### config.mk
export PLATFORM = sky130hd
export DESIGN_NAME = ts_packet_test_generator_unit
export DESIGN_NICKNAME = d
export VERILOG_FILES = /design/src/rtl/tstg_pkg.sv /design/src/rtl/tstg_div300.sv /design/src/rtl/ts_packet_test_generator_unit.sv
export SDC_FILE = /design/constraint.sdc
export NUM_CORES = 2
export LEC_CHECK = 0
export ABC_AREA = 1
export BUFFER_PORTS_ARGS = -buffer_cell sky130_fd_sc_hd__buf_2
export CORE_UTILIZATION = 60
export CTS_CLUSTER_DIAMETER = 80
export DETAILED_ROUTE_END_ITERATION = 16
export PLACE_DENSITY = 0.76
export SLEW_MARGIN = 40
export SYNTH_ARGS = -nofsm -noshare
export SYNTH_HDL_FRONTEND = slang
export SYNTH_SLANG_ARGS = --single-unit
### constraint.sdc
create_clock -name clk_i -period 8.4 [get_ports clk_i]
set_input_delay 0.42 -clock clk_i [delete_from_list [all_inputs] [get_ports clk_i]]
set_output_delay 0.42 -clock clk_i [all_outputs]
set_load 0.05 [all_outputs]
### src/rtl/tstg_pkg.sv
// shared constants, templates and packet byte builder for the transport packet test generator
`default_nettype none
package tstg_pkg;

  localparam int unsigned PKT_WORDS = 47;
  localparam int unsigned TIME_W    = 42;
  localparam int unsigned BASE_W    = 33;
  localparam int unsigned EXT_W     = 9;
  localparam int unsigned PID_W     = 13;
  localparam int unsigned PHASE_W   = 16;
  localparam int unsigned CC_W      = 4;
  localparam int unsigned IDX_W     = 6;
  localparam int unsigned KIND_W    = 2;
  localparam int unsigned PCR_DIV   = 300;

  localparam logic [KIND_W-1:0] KIND_PAT   = 2'd0;
  localparam logic [KIND_W-1:0] KIND_PMT   = 2'd1;
  localparam logic [KIND_W-1:0] KIND_PCR   = 2'd2;
  localparam logic [KIND_W-1:0] KIND_VIDEO = 2'd3;

  localparam logic [2:0] REG_TABLE_PERIOD = 3'd0;
  localparam logic [2:0] REG_PCR_PERIOD   = 3'd1;
  localparam logic [2:0] REG_VIDEO_START  = 3'd2;
  localparam logic [2:0] REG_VID_PID      = 3'd3;
  localparam logic [2:0] REG_PCR_PID      = 3'd4;

  localparam logic [15:0] TABLE_PERIOD_RST = 16'd1000;
  localparam logic [15:0] PCR_PERIOD_RST   = 16'd40;
  localparam logic [15:0] VIDEO_START_RST  = 16'd10;
  localparam logic [12:0] VID_PID_RST      = 13'h0100;
  localparam logic [12:0] PCR_PID_RST      = 13'h0100;

  localparam logic [7:0] SYNC_BYTE = 8'h47;
  localparam logic [7:0] FILL_BYTE = 8'hFF;

  localparam logic [7:0] PAT_TPL [32] = '{
    8'h47, 8'h40, 8'h00, 8'h10, 8'h00, 8'h00, 8'hb0, 8'h0d,
    8'h00, 8'h01, 8'hc1, 8'h00, 8'h00, 8'h00, 8'h01, 8'he1,
    8'h00, 8'h24, 8'hac, 8'h48, 8'hbd, 8'h00, 8'h00, 8'h00,
    8'h00, 8'h00, 8'h00, 8'h00, 8'h00, 8'h00, 8'h00, 8'h00
  };

  localparam logic [7:0] PMT_TPL [32] = '{
    8'h47, 8'h41, 8'h00, 8'h10, 8'h00, 8'h02, 8'hb0, 8'h17,
    8'h00, 8'h01, 8'hc1, 8'h00, 8'h00, 8'he1, 8'h00, 8'hf0,
    8'h00, 8'h1b, 8'he1, 8'h00, 8'hf0, 8'h00, 8'h4e, 8'h59,
    8'h3d, 8'h1e, 8'h00, 8'h00, 8'h00, 8'h00, 8'h00, 8'h00
  };

  // pes header at bytes 4..12, h.264 parameter sets and slice start at 13..57
  localparam logic [7:0] START_TPL [64] = '{
    8'h00, 8'h00, 8'h00, 8'h00, 8'h00, 8'h00, 8'h01, 8'he0,
    8'h00, 8'h00, 8'h80, 8'h00, 8'h00, 8'h00, 8'h00, 8'h00,
    8'h01, 8'h67, 8'h42, 8'h00, 8'h1f, 8'h95, 8'ha8, 8'h1e,
    8'h00, 8'h5b, 8'h90, 8'h00, 8'h00, 8'h00, 8'h01, 8'h68,
    8'hce, 8'h3c, 8'h80, 8'h00, 8'h00, 8'h00, 8'h01, 8'h06,
    8'h04, 8'h08, 8'h47, 8'h41, 8'h39, 8'h34, 8'h03, 8'h00,
    8'h00, 8'h00, 8'h00, 8'h00, 8'h01, 8'h65, 8'h00, 8'h00,
    8'h00, 8'h01, 8'h00, 8'h00, 8'h00, 8'h00, 8'h00, 8'h00
  };

  typedef struct packed {
    logic [KIND_W-1:0] kind;
    logic [CC_W-1:0]   cc;
    logic              start;
    logic [PID_W-1:0]  pid;
  } pkt_hdr_t;

  function automatic logic [7:0] pkt_byte(
    input logic [7:0]        idx,
    input pkt_hdr_t          hdr,
    input logic [BASE_W-1:0] base,
    input logic [EXT_W-1:0]  ext
  );
    logic [7:0] b;
    b = FILL_BYTE;
    case (hdr.kind)
      KIND_PAT: begin
        if (idx == 8'd3) b = {4'h1, hdr.cc};
        else if (idx < 8'd32) b = PAT_TPL[idx[4:0]];
      end
      KIND_PMT: begin
        if (idx == 8'd3) b = {4'h1, hdr.cc};
        else if (idx < 8'd32) b = PMT_TPL[idx[4:0]];
      end
      KIND_PCR: begin
        case (idx)
          8'd0:    b = SYNC_BYTE;
          8'd1:    b = {3'b010, hdr.pid[12:8]};
          8'd2:    b = hdr.pid[7:0];
          8'd3:    b = {4'h2, hdr.cc};
          8'd4:    b = 8'd183;
          8'd5:    b = 8'h10;
          8'd6:    b = base[32:25];
          8'd7:    b = base[24:17];
          8'd8:    b = base[16:9];
          8'd9:    b = base[8:1];
          8'd10:   b = {base[0], 6'b111111, ext[8]};
          8'd11:   b = ext[7:0];
          default: b = FILL_BYTE;
        endcase
      end
      default: begin
        case (idx)
          8'd0:    b = SYNC_BYTE;
          8'd1:    b = {1'b0, hdr.start, 1'b0, hdr.pid[12:8]};
          8'd2:    b = hdr.pid[7:0];
          8'd3:    b = {4'h1, hdr.cc};
          default: begin
            if (hdr.start && idx < 8'd58) b = START_TPL[idx[5:0]];
          end
        endcase
      end
    endcase
    return b;
  endfunction

  function automatic logic [31:0] pkt_word(
    input logic [IDX_W-1:0]  widx,
    input pkt_hdr_t          hdr,
    input logic [BASE_W-1:0] base,
    input logic [EXT_W-1:0]  ext
  );
    logic [31:0] w;
    w[31:24] = pkt_byte({widx, 2'd0}, hdr, base, ext);
    w[23:16] = pkt_byte({widx, 2'd1}, hdr, base, ext);
    w[15:8]  = pkt_byte({widx, 2'd2}, hdr, base, ext);
    w[7:0]   = pkt_byte({widx, 2'd3}, hdr, base, ext);
    return w;
  endfunction

  function automatic logic [PHASE_W-1:0] phase_advance(
    input logic [PHASE_W-1:0] phase,
    input logic [PHASE_W-1:0] period
  );
    logic [PHASE_W:0] limit;
    logic [PHASE_W:0] nxt;
    limit = (period == '0) ? {1'b1, {PHASE_W{1'b0}}} : {1'b0, period};
    nxt   = {1'b0, phase} + {{PHASE_W{1'b0}}, 1'b1};
    return (nxt >= limit) ? '0 : nxt[PHASE_W-1:0];
  endfunction

endpackage
`default_nettype wire

### src/rtl/tstg_div300.sv
// pipelined divider of the 27 MHz count by 300 for the pcr base and extension
`default_nettype none
module tstg_div300 (
  input  wire logic                          clk_i,
  input  wire logic                          rst_ni,
  input  wire logic                          start_i,
  input  wire logic [tstg_pkg::TIME_W-1:0]   dividend_i,
  output logic                               busy_o,
  output logic      [tstg_pkg::BASE_W-1:0]   quot_o,
  output logic      [tstg_pkg::EXT_W-1:0]    rem_o
);
  import tstg_pkg::*;

  // 2^21 = 300 * 6990 + 152, so time = 300 * 6990 * hi + (152 * hi + lo)
  localparam int unsigned HALF_W      = 21;
  localparam int unsigned SUM_W       = 29;
  localparam int unsigned PROD_W      = 59;
  localparam int unsigned QUOT_W      = 34;
  localparam int unsigned RECIP_SHIFT = 38;
  localparam logic [29:0] RECIP       = 30'd916259690;
  localparam logic [12:0] HI_QUOT     = 13'd6990;
  localparam logic [7:0]  HI_REM      = 8'd152;

  logic [HALF_W-1:0] hi_d, lo, hi_q;
  logic [SUM_W-1:0]  sum_d, sum_q;
  logic [PROD_W-1:0] prod;
  logic [HALF_W-1:0] q_lo_d, q_lo_q;
  logic              st1_q, st2_q;
  logic [BASE_W-1:0] quot_q, quot_d;
  logic [EXT_W-1:0]  rem_q, rem_d;

  assign hi_d   = dividend_i[TIME_W-1:HALF_W];
  assign lo     = dividend_i[HALF_W-1:0];
  assign sum_d  = SUM_W'(hi_d) * SUM_W'(HI_REM) + SUM_W'(lo);
  // reciprocal of 300 exact for a 29-bit sum
  assign prod   = PROD_W'(sum_q) * PROD_W'(RECIP);
  assign q_lo_d = prod[PROD_W-1:RECIP_SHIFT];
  assign quot_d = BASE_W'(QUOT_W'(hi_q) * QUOT_W'(HI_QUOT) + QUOT_W'(q_lo_q));
  assign rem_d  = EXT_W'(sum_q - SUM_W'(q_lo_q) * SUM_W'(PCR_DIV));

  always_ff @(posedge clk_i or negedge rst_ni) begin
    if (!rst_ni) begin
      st1_q <= 1'b0;
      st2_q <= 1'b0;
    end else begin
      st1_q <= start_i;
      st2_q <= st1_q;
    end
  end

  always_ff @(posedge clk_i) begin
    if (start_i) begin
      hi_q  <= hi_d;
      sum_q <= sum_d;
    end
    if (st1_q) q_lo_q <= q_lo_d;
    if (st2_q) begin
      quot_q <= quot_d;
      rem_q  <= rem_d;
    end
  end

  assign busy_o = st1_q || st2_q;
  assign quot_o = quot_q;
  assign rem_o  = rem_q;

endmodule
`default_nettype wire

### src/rtl/ts_packet_test_generator_unit.sv
// top level of the transport packet test generator
//
// one input beat on s_axis requests one 188-byte transport packet; tdata carries the
// current 27 MHz tick count. the packet leaves on m_axis as 47 beats of four bytes,
// earliest byte in the top bits, with word index, packet kind on tuser and tlast on
// the final beat. the packet kind (pat, pmt, pcr-only, video) and continuity counter
// are fixed when the request is taken. a request sits in a one-deep slot while a
// pipelined divider forms time/300 and time%300 through its input, quotient and result
// registers, then moves to the word generator once the divider is idle and the previous
// packet has handed over its last beat.
// on an idle block a request passes the divider, generator and output register in turn;
// with a waiting receiver the block streams one beat per cycle, so requests
// are taken back to back, one per packet, paced by the 47-beat packet length.
// a stalled receiver holds the output register and the generator; the request slot
// stays full and s_axis_tready stays low until it drains.
// reset clears all phases and counters and loads the default register values.
// registers sit on the apb port at byte addresses 0, 4, 8, 12, 16; pready is always high.
`default_nettype none
module ts_packet_test_generator_unit (
  input  wire logic        clk_i,
  input  wire logic        rst_ni,
  // time_27mhz[41:0]
  input  wire logic [47:0] s_axis_tdata,
  input  wire logic        s_axis_tvalid,
  output logic             s_axis_tready,
  // packet_word[31:0], word_index[37:32]
  output logic      [39:0] m_axis_tdata,
  // packet_kind[1:0]
  output logic      [1:0]  m_axis_tuser,
  output logic             m_axis_tlast,
  output logic             m_axis_tvalid,
  input  wire logic        m_axis_tready,
  input  wire logic        psel,
  input  wire logic        penable,
  input  wire logic        pwrite,
  input  wire logic [4:0]  paddr,
  input  wire logic [31:0] pwdata,
  output logic      [31:0] prdata,
  output logic             pready
);
  import tstg_pkg::*;

  localparam logic [IDX_W-1:0] LAST_IDX = IDX_W'(PKT_WORDS - 1);

  // configuration
  logic [15:0]      table_period_q, pcr_period_q, video_start_q;
  logic [PID_W-1:0] vid_pid_q, pcr_pid_q;
  logic             cfg_wr;
  logic [2:0]       cfg_idx;

  // stream state
  logic [PHASE_W-1:0] table_phase_q, pcr_phase_q;
  logic [CC_W-1:0]    pat_cc_q, pmt_cc_q, pcr_cc_q, vid_cc_q;

  // request slot
  logic     req_valid_q;
  pkt_hdr_t req_q, req_d;
  logic     in_acc;

  // divider
  logic              div_busy;
  logic [BASE_W-1:0] div_quot;
  logic [EXT_W-1:0]  div_rem;

  // generator
  logic              pkt_active_q;
  logic [IDX_W-1:0]  widx_q;
  pkt_hdr_t          pkt_q;
  logic [BASE_W-1:0] base_q;
  logic [EXT_W-1:0]  ext_q;
  logic              out_adv, pkt_emit, pkt_free, pkt_load;

  // output register
  logic              out_valid_q;
  logic [31:0]       out_word_q;
  logic [IDX_W-1:0]  out_idx_q;
  logic [KIND_W-1:0] out_kind_q;
  logic              out_last_q;

  assign pready  = 1'b1;
  assign cfg_wr  = psel && penable && pwrite;
  assign cfg_idx = paddr[4:2];

  always_comb begin
    case (cfg_idx)
      REG_TABLE_PERIOD: prdata = {16'd0, table_period_q};
      REG_PCR_PERIOD:   prdata = {16'd0, pcr_period_q};
      REG_VIDEO_START:  prdata = {16'd0, video_start_q};
      REG_VID_PID:      prdata = {19'd0, vid_pid_q};
      REG_PCR_PID:      prdata = {19'd0, pcr_pid_q};
      default:          prdata = '0;
    endcase
  end

  always_ff @(posedge clk_i or negedge rst_ni) begin
    if (!rst_ni) begin
      table_period_q <= TABLE_PERIOD_RST;
      pcr_period_q   <= PCR_PERIOD_RST;
      video_start_q  <= VIDEO_START_RST;
      vid_pid_q      <= VID_PID_RST;
      pcr_pid_q      <= PCR_PID_RST;
    end else if (cfg_wr) begin
      case (cfg_idx)
        REG_TABLE_PERIOD: table_period_q <= pwdata[15:0];
        REG_PCR_PERIOD:   pcr_period_q   <= pwdata[15:0];
        REG_VIDEO_START:  video_start_q  <= pwdata[15:0];
        REG_VID_PID:      vid_pid_q      <= pwdata[PID_W-1:0];
        REG_PCR_PID:      pcr_pid_q      <= pwdata[PID_W-1:0];
        default: ;
      endcase
    end
  end

  // packet kind and counter chosen on request
  assign s_axis_tready = !req_valid_q;
  assign in_acc        = s_axis_tvalid && s_axis_tready;

  always_comb begin
    req_d.start = 1'b0;
    req_d.pid   = '0;
    if (table_phase_q == 16'd0) begin
      req_d.kind = KIND_PAT;
      req_d.cc   = pat_cc_q;
    end else if (table_phase_q == 16'd1) begin
      req_d.kind = KIND_PMT;
      req_d.cc   = pmt_cc_q;
    end else if (pcr_phase_q == 16'd0) begin
      req_d.kind = KIND_PCR;
      req_d.cc   = pcr_cc_q;
      req_d.pid  = pcr_pid_q;
    end else begin
      req_d.kind  = KIND_VIDEO;
      req_d.cc    = vid_cc_q;
      req_d.pid   = vid_pid_q;
      req_d.start = (table_phase_q == video_start_q);
    end
  end

  always_ff @(posedge clk_i or negedge rst_ni) begin
    if (!rst_ni) begin
      table_phase_q <= '0;
      pcr_phase_q   <= '0;
      pat_cc_q      <= '0;
      pmt_cc_q      <= '0;
      pcr_cc_q      <= '0;
      vid_cc_q      <= '0;
    end else if (in_acc) begin
      table_phase_q <= phase_advance(table_phase_q, table_period_q);
      pcr_phase_q   <= phase_advance(pcr_phase_q, pcr_period_q);
      case (req_d.kind)
        KIND_PAT: pat_cc_q <= pat_cc_q + CC_W'(1);
        KIND_PMT: pmt_cc_q <= pmt_cc_q + CC_W'(1);
        KIND_PCR: pcr_cc_q <= pcr_cc_q + CC_W'(1);
        default:  vid_cc_q <= vid_cc_q + CC_W'(1);
      endcase
    end
  end

  tstg_div300 u_div (
    .clk_i      (clk_i),
    .rst_ni     (rst_ni),
    .start_i    (in_acc),
    .dividend_i (s_axis_tdata[TIME_W-1:0]),
    .busy_o     (div_busy),
    .quot_o     (div_quot),
    .rem_o      (div_rem)
  );

  assign out_adv  = !out_valid_q || m_axis_tready;
  assign pkt_emit = pkt_active_q && out_adv;
  assign pkt_free = !pkt_active_q || (pkt_emit && widx_q == LAST_IDX);
  assign pkt_load = req_valid_q && !div_busy && pkt_free;

  always_ff @(posedge clk_i or negedge rst_ni) begin
    if (!rst_ni) begin
      req_valid_q <= 1'b0;
    end else if (in_acc) begin
      req_valid_q <= 1'b1;
    end else if (pkt_load) begin
      req_valid_q <= 1'b0;
    end
  end

  always_ff @(posedge clk_i) begin
    if (in_acc) req_q <= req_d;
  end

  always_ff @(posedge clk_i or negedge rst_ni) begin
    if (!rst_ni) begin
      pkt_active_q <= 1'b0;
      widx_q       <= '0;
    end else if (pkt_load) begin
      pkt_active_q <= 1'b1;
      widx_q       <= '0;
    end else if (pkt_emit) begin
      if (widx_q == LAST_IDX) pkt_active_q <= 1'b0;
      widx_q <= widx_q + IDX_W'(1);
    end
  end

  always_ff @(posedge clk_i) begin
    if (pkt_load) begin
      pkt_q  <= req_q;
      base_q <= div_quot;
      ext_q  <= div_rem;
    end
  end

  always_ff @(posedge clk_i or negedge rst_ni) begin
    if (!rst_ni) begin
      out_valid_q <= 1'b0;
    end else if (out_adv) begin
      out_valid_q <= pkt_active_q;
    end
  end

  always_ff @(posedge clk_i) begin
    if (pkt_emit) begin
      out_word_q <= pkt_word(widx_q, pkt_q, base_q, ext_q);
      out_idx_q  <= widx_q;
      out_kind_q <= pkt_q.kind;
      out_last_q <= (widx_q == LAST_IDX);
    end
  end

  assign m_axis_tvalid = out_valid_q;
  assign m_axis_tdata  = {2'd0, out_idx_q, out_word_q};
  assign m_axis_tuser  = out_kind_q;
  assign m_axis_tlast  = out_last_q;

  logic unused_tdata;
  assign unused_tdata = ^s_axis_tdata[47:TIME_W] ^ ^paddr[1:0] ^ ^pwdata[31:16];

endmodule
`default_nettype wire
Yosys cells after proc, flatten, opt, wreduce, memory -nomap -nowiden

Memories as Yosys holds them, arrays and structs flattened.
Cells that the tools add are included.

Magnitude comparators: 18
Equality and inequality tests: 13
Divide/modulo/power cells: 0
Add/sub/neg operators: 10
Reduce and logical (&&, ||, !) cells: 42
Bitwise logic cells: 9
Shifts and indexed selects: 0
Multipliers: 4
Mux-type cells: 66

Operator list:

| operator                 | count |
|---|---|
| $mux W8                  | 42 |
| $pmux W8 S3              | 8 |
| $pmux W16 S5             | 1 |
| $logic_not A16 Y1        | 4 |
| $lt A8 B6 Y1 const B     | 8 |
| $mul A29 B29 Y58 const B | 1 |
| $add A16 B1 Y17 const B  | 2 |
| $ge A17 B17 Y1           | 2 |
| $mux W17                 | 2 |
| $add A33 B21 Y33         | 1 |
| $mul A21 B12 Y32 const B | 1 |
| $mux W16                 | 2 |
| $add A29 B21 Y29         | 1 |
| $ge A7 B7 Y1 const B     | 4 |
| $not A6 Y7               | 4 |
| $mul A21 B5 Y26 const B  | 1 |
| $ge A6 B6 Y1 const B     | 4 |
| $mux W6                  | 4 |
| $not A5 Y6               | 4 |
| $mul A21 B7 Y7 const B   | 1 |
| $reduce_and A2 Y1        | 10 |
| $add A4 B1 Y4 const B    | 4 |
| $eq A16 B1 Y1 const B    | 1 |
| $eq A16 B16 Y1           | 1 |
| other kinds (23)         | 49 |

ROM bits: 4096
Input port bits: 92
Word-level logic and storage cells: 210
RAM bits: 0
Output and inout port bits: 78
Memories: 12
Bits in latches: 0
Bits in registers: 369

Memory list:

| memory           | depth | width | read ports | clocked after memory_dff | write ports | RTL line        | RTL |
|---|---|---|---|---|---|---|---|
| (name not given) | 64    | 8     | 1          | 0                        | 0           | tstg_pkg.sv:110 | `if (hdr.start && idx < 8'd58) b = START_TPL[idx[5:0]];` |
| (name not given) | 64    | 8     | 1          | 0                        | 0           | tstg_pkg.sv:110 |  |
| (name not given) | 64    | 8     | 1          | 0                        | 0           | tstg_pkg.sv:110 |  |
| (name not given) | 64    | 8     | 1          | 0                        | 0           | tstg_pkg.sv:110 |  |
| (name not given) | 32    | 8     | 1          | 0                        | 0           | tstg_pkg.sv:84  | `else if (idx < 8'd32) b = PMT_TPL[idx[4:0]];` |
| (name not given) | 32    | 8     | 1          | 0                        | 0           | tstg_pkg.sv:80  | `else if (idx < 8'd32) b = PAT_TPL[idx[4:0]];` |
| +6 memories      | --    | --    | --         | --                       | --          | --              |  |

Longest topological paths before layout

Depth in word-level cells: 8
Mapped depth: 31
Mapped depth without buffers: 31

Modules after synthesis

Synthesis repeated with hierarchy kept, for this count alone.

Cells, all modules: 5088
Area, all modules: 43585.6 um^2

By module, submodules not included:

| module                        | seq. area each (um^2) | times used | area each (um^2) | cells an instance |
|---|---|---|---|---|
| tstg_div300                   | 3443.3                | 1          | 29475.8          | 3369 |
| ts_packet_test_generator_unit | 6986.7                | 1          | 14109.8          | 1719 |

Worst setup path after synthesis

OpenSTA, ideal clock, no wires.

Kind: reg-to-reg
Start: reg u_div.sum_q[8]
End: reg u_div.q_lo_q[15], data pin
Arrival time: 5.812 ns
Setup time: 0.259 ns
Clock period less this slack: 6.071 ns
Buffers on the path: 0
Path slack: 2.329 ns
Stages on the path, launching flop included: 24
Data required time: 8.141 ns
Path through: edfxtp_1 > fa_1 > inv_1 > fa_1 > fa_1 > inv_1 > fa_1 > fa_1 > fa_1 > fa_1 > inv_1 > fa_1 > inv_1 > ha_1 > nand2_1 > nand2_1 > o21bai_1 > a21oi_1 > nor2_1 > nor2_1 > nor2_1 > nor3_1 > nand2_1 > xor2_1

Longest elaborated chain between the ends: 1

Ends and longest elaborated chain:

| what                   | RTL line          | RTL |
|---|---|---|
| from (decl)            | tstg_div300.sv:25 | `logic [SUM_W-1:0] sum_d, sum_q;` |
| from (signal assigned) | tstg_div300.sv:54 | `sum_q <= sum_d;` |
| $mul A29 B29 Y58       | tstg_div300.sv:36 | `assign prod = PROD_W'(sum_q) * PROD_W'(RECIP);` |
| net u_div.prod[53]     | tstg_div300.sv:26 | `logic [PROD_W-1:0] prod;` |
| to (signal assigned)   | tstg_div300.sv:56 | `if (st1_q) q_lo_q <= q_lo_d;` |
| to (decl)              | tstg_div300.sv:27 | `logic [HALF_W-1:0] q_lo_d, q_lo_q;` |

The timed path passes the listed nets, and every way through them passes these cells.
A chain may end at the register's enable or synchronous reset.

Worst setup path in the final report

Start: reg u_div.sum_q[10]
End: reg u_div.q_lo_q[10], data pin

The elaborated chain is that of the path after synthesis.

==> key figures <==
Run status
  – Status: complete, no violations

Placed design
  – RD Place Congestion: between 0.9 and 1
  – IO buf count: ~130
  – Post-DP HPWL: ~89,000 um

Min path
  – Hold WC Path Type: input port to register

Worst setup path
  – Crit path max fanout: 10
  – Req. time, crit path: 8.72 ns
  – CP Launch Type: register
  – Crit path capture type: register
  – Critical path class: register to register
  – Register-to-Register Setup Slack: 1.53 ns
  – Critical path arrival: about 7.2 ns

Clock tree
  – Clock tree buffer depth: 3
  – TritonCTS clock tree: yes
  – H-tree depth: 2
  – Root buf cell: clkbuf_16
  – TritonCTS Sinks: roughly 370
  – Worst skew pair latency: about 0.61 ns
  – CTS buffer count: 43
  – Worst-path clk slew: approximately 0.06 ns

Timing
  – Achievable Freq: 145 MHz
  – Max-slew violation count: 0
  – Worst-Margin Slew: around 0.87 ns
  – Final setup fails: 0
  – Final Hold Vio Count: 0
  – Period utilization: 0.818
  – Fin crit period: between 6 and 7 ns
  – Setup TNS: 0 ns
  – RSZ-0062 raised after global routing: no
  – Slew HR: 0.415
  – Layout Skew: about 0.052 ns

Layout
  – Nets: roughly 6.1k
  – Fraction of layout cells with a size suffix above 1: 0.0657
  – Most frequent cells in the layout: inv_1, nand2_1, ha_1
  – Post-Route Utilization: 0.655
  – Fillers: between 5k and 6k
  – Inserted Diodes: 0
  – Commonest non-fill, non-tap cell in the layout: inv_1
  – Area delta synth->final: 7.61%

Yosys
  – Ys flop type: edfxtp_1
  – Cell Area, Synth: approximately 0.043 mm^2
  – Post-Synthesis Cells: about 4.8k
  – #FFs+latches synth: roughly 370
  – Synth area leader: fa_1
  – Yosys cell types: 66
  – Synth async-reset ratio: 0.360
  – Ranking of synthesized cells by area: fa_1, ha_1, edfxtp_1
  – Post-synthesis sequential area ratio: 0.244
  – Yosys top cell area share: 0.206
  – Synth warn: 0
  – Syn_area_per_cell: around 8.9 um^2
  – Post-synth EDFFs: between 200 and 250

Routing
  – WL final: between 100,000 and 150,000 um
  – DRT antenna net count: 0
  – DRC Markers: 0
  – DR WL/cell: ~18 um
  – Via density: between 5 and 6
  – Initial DRC Count: 2,267
  – Routed vias: roughly 33k
  – DR pass1 iterations: 5

Floorplanning
  – I/O pins: 170
  – CORE AREA: approximately 0.07 mm^2
  – Die ar.: ~0.072 mm^2
  – FP Rows: just under 100
  – Die height: approximately 270 um
  – Starting density of the core: 0.609
  – Width of the die: about 270 um

Global routing
  – Number of global-route vias before repair: ~33k
  – Grt total ovfl: 0
  – Largest net degree at the start of global routing: between 80 and 90
  – Initial antenna violation count: 2
  – First-pass GRT wire length: roughly 170,000 um
  – Total GRT Usage: 0.304

Job
  – Max-cap violations: 0
==> area by class of cell <==
| class | count | area, um^2 | share of cell area |
|---|---|---|---|
| clock buffers | 52 | 1160 | 0.0252 |
| clock inverters | 28 | 342 | 0.00742 |
| inverters | 1116 | 4190 | 0.0910 |
| multi-input cells | 3278 | 27900 | 0.606 |
| flip-flops and latches | 369 | 10400 | 0.227 |
| well taps | 940 | 1180 | 0.0255 |
| repair buffers | 153 | 855 | 0.0186 |
==> cells in the mapped netlist (4+ instances only) <==
cell type,number
a32oi_1,5
buf_4,20
a32o_1,4
inv_2,11
and3_1,8
o21ai_0,215
nor2_2,19
buf_2,15
o211ai_1,9
nand4_1,79
o22ai_1,34
a21o_1,20
a21oi_1,213
clkbuf_1,37
xor2_1,125
nand2_1,797
inv_1,1103
o2111ai_1,16
edfxtp_1,236
dfstp_2,12
a22oi_1,12
a221oi_1,12
nand3b_1,5
o21a_1,11
o221ai_1,6
o21bai_1,15
a211oi_1,6
fa_1,441
nor2_1,247
nand3_1,135
dfrtp_1,121
a31oi_1,24
nor4_1,24
ha_1,615
nor3_1,30
o31ai_1,6
nand2_2,23
nor3_2,5
xnor2_1,54
nand3_2,6
nor2_4,5
==> stage by stage <==
step	instance area (um^2)	worst slack [ns]	instances	hold WS, ns
2_1_floorplan	42800	2.33	4837	0.124
4_1_cts	46000	1.57	5936	0.00783
3_5_place_dp	44500	1.63	5853	0.405
3_3_place_gp	44500	1.69	5853	0.402
6_report	46000	1.53	5936	0.0280
5_1_grt	46000	1.26	5936	0.00387
==> metal layers <==
layer | vias up | GRT usage | wire length [um]
met2 | 976 | 0.523 | 51700
met5 | - | 0 | 31
met1 | 15700 | 0.388 | 45100
met3 | 251 | 0.0379 | 5710
li1 | 15700 | - | -
met4 | 4 | 0.123 | 4570
==> worst max-delay path, stage by stage (launching register included) <==
cell and delay [ns]:
edfxtp_1 0.82, fa_1 0.55, inv_1 0.08, fa_1 0.43, fa_1 0.52, inv_1 0.06, fa_1 0.56, fa_1 0.45
fa_1 0.47, fa_1 0.53, inv_1 0.07, fa_1 0.48, inv_1 0.04, ha_1 0.32, a21oi_1 0.22, o21a_1 0.16
o21ai_0 0.09, a21oi_1 0.33, nand2_1 0.14, nand2_1 0.11, nand2_1 0.05, nand2_1 0.05, nand2_1 0.06
==> cells by family after synthesis <==
group,share of synthesized area
compound gates,0.0845
xor+xnor,0.0366
fa+ha+maj,0.386
buf+inv,0.107
flops,0.244
mux,0.000790
other cells,0.000176
simple gates,0.141
==> path summary, 6_finish.rpt <==
path                       cells past startpoint                  startpoint                       endpoint
max in group asynchronous                      3                      rst_ni          widx_q[0]$_DFFE_PN0P_
min reg2reg                                    0  u_div.quot_o[16]$_DFFE_PP_           base_q[16]$_DFFE_PP_
min in group asynchronous                      2                      rst_ni  table_phase_q[14]$_DFFE_PN0P_
max                                           22   u_div.sum_q[10]$_DFFE_PP_     u_div.q_lo_q[10]$_DFFE_PP_
max reg2reg                                   22   u_div.sum_q[10]$_DFFE_PP_     u_div.q_lo_q[10]$_DFFE_PP_
min                                            1             s_axis_tdata[0]       u_div.sum_q[0]$_DFFE_PP_
==> sequential cells by signal (all words and copies together), names as in the netlist, 20 cells and up <==
register      cells
u_div.q_lo_q     21
base_q           33
out_word_q       32
pkt_q            20
u_div.sum_q      29
u_div.quot_o     33
u_div.hi_q       21
req_q            20
==> timing repair <==
item,in CTS,in global routing
endpoints found under the hold margin,64,0
hold buffers,3,0
setup buffers,0,0
gates resized for setup,0,0
Power is not shown: default switching activity piles up to over one toggle a cycle in this logic, so the estimate is an artifact.
